<file path="config.mk">
export PLATFORM = sky130hd
export DESIGN_NAME = indexed_list_stack_engine_core
export DESIGN_NICKNAME = d
export VERILOG_FILES = /design/src/ilse_pkg.sv /design/src/indexed_list_stack_engine_core.sv /design/src/ilse_ram.sv /design/src/ilse_ctrl.sv /design/src/ilse_dp.sv
export SDC_FILE = /design/constraint.sdc
export NUM_CORES = 1
export LEC_CHECK = 0
export ABC_AREA = 1
export ABC_CLOCK_PERIOD_IN_PS = 3700
export BUFFER_PORTS_ARGS = -buffer_cell sky130_fd_sc_hd__buf_2
export CORE_MARGIN = 5
export CORE_UTILIZATION = 40
export DETAILED_ROUTE_END_ITERATION = 6
export SLEW_MARGIN = 20
export SYNTH_ARGS = -nofsm -noshare
export SYNTH_HDL_FRONTEND = slang
export SYNTH_SLANG_ARGS = --single-unit
</file>
<file path="constraint.sdc">
create_clock -name clk -period 3.7 [get_ports clk]
set_clock_uncertainty 0.05 [all_clocks]
set_input_delay 0.74 -clock clk [delete_from_list [all_inputs] [get_ports clk]]
set_output_delay 0.74 -clock clk [all_outputs]
set_load 0.02 [all_outputs]
</file>
<file path="src/ilse_pkg.sv">
// shared types, codes and defaults for the indexed list stack engine
`default_nettype none

package ilse_pkg;

	// default sizes
	localparam int ILSE_DEPTH      = 16;
	localparam int ILSE_ELEM_WIDTH = 32;

	// action codes
	localparam logic [2:0] ACT_APPEND = 3'd0;
	localparam logic [2:0] ACT_WRITE  = 3'd1;
	localparam logic [2:0] ACT_READ   = 3'd2;
	localparam logic [2:0] ACT_REMOVE = 3'd3;
	localparam logic [2:0] ACT_PEEK   = 3'd4;
	localparam logic [2:0] ACT_POP    = 3'd5;
	localparam logic [2:0] ACT_CLEAR  = 3'd6;

	// status codes
	localparam logic [1:0] ST_OK    = 2'd0;
	localparam logic [1:0] ST_RANGE = 2'd1;
	localparam logic [1:0] ST_EMPTY = 2'd2;
	localparam logic [1:0] ST_FULL  = 2'd3;

	// read address select
	localparam logic [1:0] RD_POS   = 2'd0;
	localparam logic [1:0] RD_TAIL  = 2'd1;
	localparam logic [1:0] RD_NEXT1 = 2'd2;
	localparam logic [1:0] RD_NEXT2 = 2'd3;

	// write address select
	localparam logic [1:0] WR_APPEND = 2'd0;
	localparam logic [1:0] WR_POS    = 2'd1;
	localparam logic [1:0] WR_SHIFT  = 2'd2;

	// entry count update
	localparam logic [1:0] CNT_HOLD = 2'd0;
	localparam logic [1:0] CNT_INC  = 2'd1;
	localparam logic [1:0] CNT_DEC  = 2'd2;
	localparam logic [1:0] CNT_CLR  = 2'd3;

	// result data source
	localparam logic [1:0] DS_ZERO = 2'd0;
	localparam logic [1:0] DS_RAM  = 2'd1;
	localparam logic [1:0] DS_HELD = 2'd2;

	// request transaction
	typedef struct packed {
		logic [2:0]         action;
		logic [3:0]         position;
		logic signed [31:0] value;
	} ilse_req_t;

	// result transaction
	typedef struct packed {
		logic signed [31:0] data;
		logic [1:0]         status;
		logic [4:0]         count;
		logic               empty_res;
	} ilse_rsp_t;

	// controller to datapath commands
	typedef struct packed {
		logic       load;
		logic       rd_en;
		logic [1:0] rd_sel;
		logic       wr_en;
		logic [1:0] wr_sel;
		logic       ptr_inc;
		logic [1:0] cnt_op;
		logic       cap_data;
		logic       issue;
		logic [1:0] status;
		logic [1:0] data_sel;
	} ilse_cmd_t;

	// datapath to controller status
	typedef struct packed {
		logic [2:0] action;
		logic       full;
		logic       empty;
		logic       pos_ok;
		logic       has_next1;
		logic       has_next2;
	} ilse_stat_t;

endpackage

`default_nettype wire

</file>
<file path="src/indexed_list_stack_engine_core.sv">
// top level of the indexed list stack engine: controller, datapath and checks
`default_nettype none

// Fixed-capacity list that doubles as a stack. A request is taken when start is
// high and busy is low; every request gives exactly one result, shown on rsp for
// one cycle with done high, and the receiver cannot stall it. Append, overwrite,
// clear and every rejected request pass through the execute state only; read,
// peek and pop also pass through a wait state, since the entry store has a
// registered read. Remove at an index with later entries then goes through the
// shift state, where they move down one word per cycle through the single read
// and single write port of the entry ram. A new request can be accepted in the
// cycle its predecessor's result is on rsp. Entries need no clearing after
// reset.
module indexed_list_stack_engine_core import ilse_pkg::*; #(
	parameter int DEPTH      = ILSE_DEPTH,
	parameter int ELEM_WIDTH = ILSE_ELEM_WIDTH
) (
	input  wire logic      clk,
	input  wire logic      arst_n,
	input  wire logic      start,
	input  wire ilse_req_t req,
	output logic           busy,
	output logic           done,
	output ilse_rsp_t      rsp
);

	ilse_cmd_t  cmd;
	ilse_stat_t stat;

	ilse_ctrl u_ctrl (
		.clk    (clk),
		.arst_n (arst_n),
		.start  (start),
		.stat   (stat),
		.cmd    (cmd),
		.busy   (busy)
	);

	ilse_dp #(
		.DEPTH      (DEPTH),
		.ELEM_WIDTH (ELEM_WIDTH)
	) u_dp (
		.clk    (clk),
		.arst_n (arst_n),
		.req    (req),
		.cmd    (cmd),
		.stat   (stat),
		.done   (done),
		.rsp    (rsp)
	);

	// an accepted transaction keeps the block busy in the next cycle
	a_accept_busy: assert property (@(posedge clk) disable iff (!arst_n)
		(start && !busy) |=> busy)
		else $error("busy not raised after accepted transaction");

	// results never come back to back
	a_done_pulse: assert property (@(posedge clk) disable iff (!arst_n)
		done |=> !done)
		else $error("result strobe held for two cycles");

	// a rejected request returns zero data
	a_err_zero: assert property (@(posedge clk) disable iff (!arst_n)
		(done && rsp.status != ST_OK) |-> (rsp.data == '0))
		else $error("nonzero data with error status");

	// a result is only issued while a request is in progress
	a_issue_busy: assert property (@(posedge clk) disable iff (!arst_n)
		cmd.issue |-> busy)
		else $error("result issued while idle");

endmodule

`default_nettype wire

</file>
<file path="src/ilse_ram.sv">
// generic single write port, single read port ram with registered read
`default_nettype none

module ilse_ram #(
	parameter int WIDTH = 32,
	parameter int DEPTH = 16
) (
	input  wire logic                     clk,
	input  wire logic                     we,
	input  wire logic [$clog2(DEPTH)-1:0] waddr,
	input  wire logic [WIDTH-1:0]         wdata,
	input  wire logic                     re,
	input  wire logic [$clog2(DEPTH)-1:0] raddr,
	output logic      [WIDTH-1:0]         rdata
);

	logic [WIDTH-1:0] mem_q [DEPTH];

	// write port
	always_ff @(posedge clk) begin
		if (we) begin
			mem_q[waddr] <= wdata;
		end
	end

	// registered read port
	always_ff @(posedge clk) begin
		if (re) begin
			rdata <= mem_q[raddr];
		end
	end

endmodule

`default_nettype wire

</file>
<file path="src/ilse_ctrl.sv">
// controller state machine for the indexed list stack engine
`default_nettype none

module ilse_ctrl import ilse_pkg::*; (
	input  wire logic       clk,
	input  wire logic       arst_n,
	input  wire logic       start,
	input  wire ilse_stat_t stat,
	output ilse_cmd_t       cmd,
	output logic            busy
);

	localparam logic [1:0] S_IDLE  = 2'd0;
	localparam logic [1:0] S_EXEC  = 2'd1;
	localparam logic [1:0] S_WAIT  = 2'd2;
	localparam logic [1:0] S_SHIFT = 2'd3;

	logic [1:0] state_q;
	logic [1:0] state_d;

	// state register
	always_ff @(posedge clk or negedge arst_n) begin
		if (!arst_n) begin
			state_q <= S_IDLE;
		end else begin
			state_q <= state_d;
		end
	end

	assign busy = (state_q != S_IDLE);

	// next state and commands
	always_comb begin
		state_d      = state_q;
		cmd          = '0;
		cmd.rd_sel   = RD_POS;
		cmd.wr_sel   = WR_POS;
		cmd.cnt_op   = CNT_HOLD;
		cmd.status   = ST_OK;
		cmd.data_sel = DS_ZERO;
		case (state_q)
			S_IDLE: begin
				if (start) begin
					cmd.load = 1'b1;
					state_d  = S_EXEC;
				end
			end
			S_EXEC: begin
				state_d = S_IDLE;
				case (stat.action)
					ACT_APPEND: begin
						cmd.issue = 1'b1;
						if (stat.full) begin
							cmd.status = ST_FULL;
						end else begin
							cmd.wr_en  = 1'b1;
							cmd.wr_sel = WR_APPEND;
							cmd.cnt_op = CNT_INC;
						end
					end
					ACT_WRITE: begin
						cmd.issue = 1'b1;
						if (stat.pos_ok) begin
							cmd.wr_en  = 1'b1;
							cmd.wr_sel = WR_POS;
						end else begin
							cmd.status = ST_RANGE;
						end
					end
					ACT_READ, ACT_REMOVE: begin
						if (stat.pos_ok) begin
							cmd.rd_en  = 1'b1;
							cmd.rd_sel = RD_POS;
							state_d    = S_WAIT;
						end else begin
							cmd.issue  = 1'b1;
							cmd.status = ST_RANGE;
						end
					end
					ACT_PEEK, ACT_POP: begin
						if (stat.empty) begin
							cmd.issue  = 1'b1;
							cmd.status = ST_EMPTY;
						end else begin
							cmd.rd_en  = 1'b1;
							cmd.rd_sel = RD_TAIL;
							state_d    = S_WAIT;
						end
					end
					ACT_CLEAR: begin
						cmd.issue  = 1'b1;
						cmd.cnt_op = CNT_CLR;
					end
					default: begin
						cmd.issue = 1'b1;
					end
				endcase
			end
			S_WAIT: begin
				// read data is back from the ram
				if (stat.action == ACT_REMOVE && stat.has_next1) begin
					cmd.cap_data = 1'b1;
					cmd.rd_en    = 1'b1;
					cmd.rd_sel   = RD_NEXT1;
					state_d      = S_SHIFT;
				end else begin
					cmd.issue    = 1'b1;
					cmd.data_sel = DS_RAM;
					if (stat.action inside {ACT_REMOVE, ACT_POP}) begin
						cmd.cnt_op = CNT_DEC;
					end
					state_d = S_IDLE;
				end
			end
			S_SHIFT: begin
				// move one entry down per cycle
				cmd.wr_en  = 1'b1;
				cmd.wr_sel = WR_SHIFT;
				if (stat.has_next2) begin
					cmd.rd_en   = 1'b1;
					cmd.rd_sel  = RD_NEXT2;
					cmd.ptr_inc = 1'b1;
				end else begin
					cmd.issue    = 1'b1;
					cmd.data_sel = DS_HELD;
					cmd.cnt_op   = CNT_DEC;
					state_d      = S_IDLE;
				end
			end
			default: begin
				state_d = S_IDLE;
			end
		endcase
	end

endmodule

`default_nettype wire

</file>
<file path="src/ilse_dp.sv">
// datapath: request register, entry ram, count, shift pointer and result register
`default_nettype none

module ilse_dp import ilse_pkg::*; #(
	parameter int DEPTH      = ILSE_DEPTH,
	parameter int ELEM_WIDTH = ILSE_ELEM_WIDTH
) (
	input  wire logic      clk,
	input  wire logic      arst_n,
	input  wire ilse_req_t req,
	input  wire ilse_cmd_t cmd,
	output ilse_stat_t     stat,
	output logic           done,
	output ilse_rsp_t      rsp
);

	localparam int AW = $clog2(DEPTH);
	localparam int CW = $clog2(DEPTH + 1);

	ilse_req_t               req_q;
	logic [AW-1:0]           ptr_q;
	logic [CW-1:0]           count_q;
	logic [CW-1:0]           count_d;
	logic signed [31:0]      data_q;
	logic signed [31:0]      ram_word;
	logic signed [31:0]      rsp_data;
	ilse_rsp_t               rsp_q;
	logic                    done_q;
	logic [ELEM_WIDTH-1:0]   val_elem;
	logic [ELEM_WIDTH-1:0]   ram_rdata;
	logic [ELEM_WIDTH-1:0]   ram_wdata;
	logic [AW-1:0]           ram_raddr;
	logic [AW-1:0]           ram_waddr;

	// request capture and shift pointer
	always_ff @(posedge clk) begin
		if (cmd.load) begin
			req_q <= req;
			ptr_q <= AW'(req.position);
		end else if (cmd.ptr_inc) begin
			ptr_q <= ptr_q + AW'(1);
		end
	end

	// element conversions
	assign val_elem = ELEM_WIDTH'($signed(req_q.value));
	assign ram_word = 32'($signed(ram_rdata));

	// status towards the controller
	always_comb begin
		stat.action    = req_q.action;
		stat.full      = (count_q == CW'(DEPTH));
		stat.empty     = (count_q == '0);
		stat.pos_ok    = (32'(req_q.position) < 32'(count_q)) &&
		                 (32'(req_q.position) < 32'(DEPTH));
		stat.has_next1 = (32'(ptr_q) + 32'd1 < 32'(count_q));
		stat.has_next2 = (32'(ptr_q) + 32'd2 < 32'(count_q));
	end

	// ram read address
	always_comb begin
		case (cmd.rd_sel)
			RD_POS:   ram_raddr = AW'(req_q.position);
			RD_TAIL:  ram_raddr = AW'(count_q - CW'(1));
			RD_NEXT1: ram_raddr = ptr_q + AW'(1);
			RD_NEXT2: ram_raddr = ptr_q + AW'(2);
			default:  ram_raddr = '0;
		endcase
	end

	// ram write address and data
	always_comb begin
		ram_wdata = val_elem;
		case (cmd.wr_sel)
			WR_APPEND: ram_waddr = AW'(count_q);
			WR_POS:    ram_waddr = AW'(req_q.position);
			WR_SHIFT: begin
				ram_waddr = ptr_q;
				ram_wdata = ram_rdata;
			end
			default:   ram_waddr = '0;
		endcase
	end

	ilse_ram #(
		.WIDTH (ELEM_WIDTH),
		.DEPTH (DEPTH)
	) u_ram (
		.clk   (clk),
		.we    (cmd.wr_en),
		.waddr (ram_waddr),
		.wdata (ram_wdata),
		.re    (cmd.rd_en),
		.raddr (ram_raddr),
		.rdata (ram_rdata)
	);

	// entry count update
	always_comb begin
		case (cmd.cnt_op)
			CNT_INC: count_d = count_q + CW'(1);
			CNT_DEC: count_d = count_q - CW'(1);
			CNT_CLR: count_d = '0;
			default: count_d = count_q;
		endcase
	end

	always_ff @(posedge clk or negedge arst_n) begin
		if (!arst_n) begin
			count_q <= '0;
		end else begin
			count_q <= count_d;
		end
	end

	// removed element held while the tail shifts down
	always_ff @(posedge clk) begin
		if (cmd.cap_data) begin
			data_q <= ram_word;
		end
	end

	// result data select
	always_comb begin
		case (cmd.data_sel)
			DS_RAM:  rsp_data = ram_word;
			DS_HELD: rsp_data = data_q;
			default: rsp_data = '0;
		endcase
	end

	// result register
	always_ff @(posedge clk) begin
		if (cmd.issue) begin
			rsp_q.data      <= rsp_data;
			rsp_q.status    <= cmd.status;
			rsp_q.count     <= 5'(count_d);
			rsp_q.empty_res <= (count_d == '0);
		end
	end

	// result strobe
	always_ff @(posedge clk or negedge arst_n) begin
		if (!arst_n) begin
			done_q <= 1'b0;
		end else begin
			done_q <= cmd.issue;
		end
	end

	assign done = done_q;
	assign rsp  = rsp_q;

endmodule

`default_nettype wire

</file>
==> out/qor.yml <==
logic_synthesis:
  synth-warning-count: 0
  synth_area_um2: 28100
  synth-main-ff-cell: "edfxtp_1"
  netlist.area_leader.share: 0.704
  yosys.area.top_type: "edfxtp_1"
  syn_area_per_cell_um2: 12.0
  ys_seq_area_frac: 0.712
  async_reset_ff_frac: 0.0120
  synthesis.instances: 2345
  synthDistinctLibCells: 35
  synth_nets: 2408
  ys_top_cells_by_area: "edfxtp_1 (70%), nand2_1 (8.5%), nand3_1 (7.2%), nand4_1 (5.7%), buf_2 (2.1%)"
  ys_seq_elements: 667
  synth_edf_count: 659
pwr:
  powerDensity_nw_per_um2: 652
  p_leak_nw: 11.8
  ir_drop_mv: 0.392
detailed_routing:
  drtIter0Drc: 2201
  vias_per_cell: 5.71
  detail_route.first_pass.iterations: 6
  via_count: 19500
  drc: 0
  final_antenna_net_count: 0
  wl_per_cell_um: 23.1
  routed_wl_um: 79100
critical_path:
  critPathMaxFanout: 18
  start_kind: "flip-flop"
  critPathMaxStageDelay_ns: 0.47
  crit_path_end_kind: "flip-flop"
  crit_slowest_cell: "nand3b_1"
  cp_cell_sequence: "inv_1, ha_1, nand2_2, nor2_4, nand2_1, inv_1, nand2_1, nand4_1, nand2_1, o22ai_1, a21oi_1, nand3b_1, nor2_4, buf_12"
  critical_path_class: "reg -> reg"
  crit_top_cell: "nand2_1"
  cp.arrival_ns: 3.70
  required_ns: 3.93
clocking:
  cts.sinks: 667
  cts.reportedPaths.clkPinSlew_ns: 0.06
  numCtsBuffers: 70
  h-tree-depth: 3
  clockRootBuffer: "clkbuf_16"
  clk_latency_ns: 0.61
  cts_buffer_depth: 3
  cts_tree: "done"
placed_design:
  routabilityCongestion: 0.891
  hpwl_um: 42100
  dpl.cell_count: 3282
  pre_cts_slack_ns: 0.0502
  numPortBuffers: 83
grt:
  antenna_found_initial: 1
  overflow: 0
  grt_pass1_wl_um: 117000
  grt_max_degree: 85
  grt_pass1_vias: 18400
  grt_use_total: 0.202
floorplan:
  io_pins: 84
  rows: 97
  die_w_um: 275
  core_area_um2: 69800
  dieArea_um2: 75600
  die_h_um: 275
  start_util: 0.403
timing:
  period_share: 0.937
  slew_viol_final: 0
  max_slew_margin: 0.591
  fin_crit_ns: 3.47
  worst_slack_ns: 0.234
  setup_violations: 0
  tns_ns: 0
  tightestPinTransition_ns: 0.612
  hold_viol: 0
  max_freq_mhz: 289
  rsz0062_at_grt: "no"
finish:
  n_antenna_cell: 0
  final_cell_count_no_fill: 3416
  fillers: 6153
  nets: 2488
  drive_above_1_share: 0.128
  area_growth_pct: 16.4
run_status:
  status: "finished, final reports clean"
hold_path:
  hold_class: "in -> reg"
run:
  maxCapViolCount: 0
==> cell type report <==
cell class	instances	area [um2]	area share
flip-flops and latches	667	20000	0.611
multi-input cells	1450	7220	0.221
repair buffers	182	1950	0.0596
clock buffers	92	1920	0.0587
well taps	940	1180	0.0360
clock inverters	31	230	0.00704
inverters	54	218	0.00666
==> path summary, 6_finish.rpt <==
check                                    start                  endpoint  slack [ns]  cells past startpoint
setup / recovery               u_dp.count_q[1]  u_dp.u_ram.mem_q[11][24]        0.23                     14
setup reg to reg               u_dp.count_q[1]  u_dp.u_ram.mem_q[11][24]        0.23                     14
hold / removal                          req[7]          u_dp.val_elem[7]        0.25                      1
hold reg to reg            u_dp.u_ram.rdata[4]            u_dp.data_q[4]        0.43                      0
max in group asynchronous               arst_n         u_ctrl.state_q[1]        2.94                      2
min in group asynchronous               arst_n           u_dp.count_q[1]        0.47                      2
==> worst max-delay path, delay by kind of cell (launching register included) <==
kind	cells	cell delay (ns)
AND/OR/NAND/NOR	8	1.57
flip-flops	1	0.44
AO/OA/AOI/OAI	2	0.27
adder cells (fa/ha/maj)	1	0.24
buffers and inverters	3	0.54
==> registers in the layout, indices dropped and copies added, names as in the netlist, 4 cells and up <==
register	count
u_dp.req_q	4
u_dp.val_elem	32
u_dp.ptr_q	4
u_dp.rsp	40
u_dp.u_ram.rdata	32
u_dp.count_q	5
u_dp.u_ram.mem_q	512
u_dp.data_q	32
==> kinds of logic after synthesis <==
kind of cell / Yosys count / synth area share
xor+xnor: 6 / 0.00187
flops: 667 / 0.712
compound gates: 62 / 0.0122
buf+inv: 229 / 0.0392
fa+ha+maj: 21 / 0.00935
simple gates: 1360 / 0.226
==> what timing repair did <==
action,4_1_cts,5_1_grt
endpoints found under the hold margin,8,0
hold buffers,1,0
setup buffers,0,4
resized for setup,0,15
endpoints found under the setup margin,0,164
==> where the power goes <==
part	internal, W	switching [W]	leakage [nW]	total, W
combinational	0.00171	0.00370	4.68	0.00541
clock	0.00385	0.00283	1.05	0.00669
sequential	0.00901	0.000205	6.08	0.00921
total	0.0146	0.00674	11.8	0.0213
==> synthesized netlist by cell type (all sizes together) (3+ instances only) <==
cell type and n:
edfxtp 659, nand2 642, nand3 409, nand4 259, buf 143, inv 54
nor2 43, a21oi 41, clkbuf 32, ha 21, o21ai 11, dfrtp 8
nor3 5, xor2 5, o22ai 3
==> layout by cell type (no fill, tap or decap), drive strengths merged <==
master       synthesis  final
edfxtp             659    659
nand2              642    642
nand3              409    410
nand4              259    259
buf                143    176
clkbuf              32     97
inv                 54     55
nor2                43     43
a21oi               41     41
clkinv               0     27
ha                  21     21
o21ai               11     11
dfrtp                8      8
xor2                 5      5
nor3                 5      5
bufinv               0      3
o22ai                3      3
o21a                 2      2
a21boi               1      1
xnor2                1      1
or2                  1      1
o21bai               1      1
a221oi               1      1
nand3b               1      1
a211oi               1      1
a211o                1      1
dlygate4sd3          0      1
==> per-layer routing <==
metal  GRT usage  share of wire  vias to the layer above
met5           0              0                        -
met3      0.0322          0.089                      112
li1            -              -                     8765
met4      0.0573          0.019                        0
met1       0.290           0.43                     9668
met2       0.322           0.47                      957
==> metrics by stage <==
step / total power (W) / area, um2 / hold slack, ns / utilization
after floorplan: 0.0127 / 28100 / 0.394 / -
after global placement: 0.0144 / 30300 / 0.412 / 0.434
after detailed placement: 0.0145 / 30300 / 0.412 / 0.434
after CTS: 0.0212 / 32500 / 0.221 / 0.465
after global routing: 0.0223 / 32700 / 0.234 / 0.469
final: 0.0213 / 32700 / 0.255 / 0.469
Power figures use the tool's default switching activity.
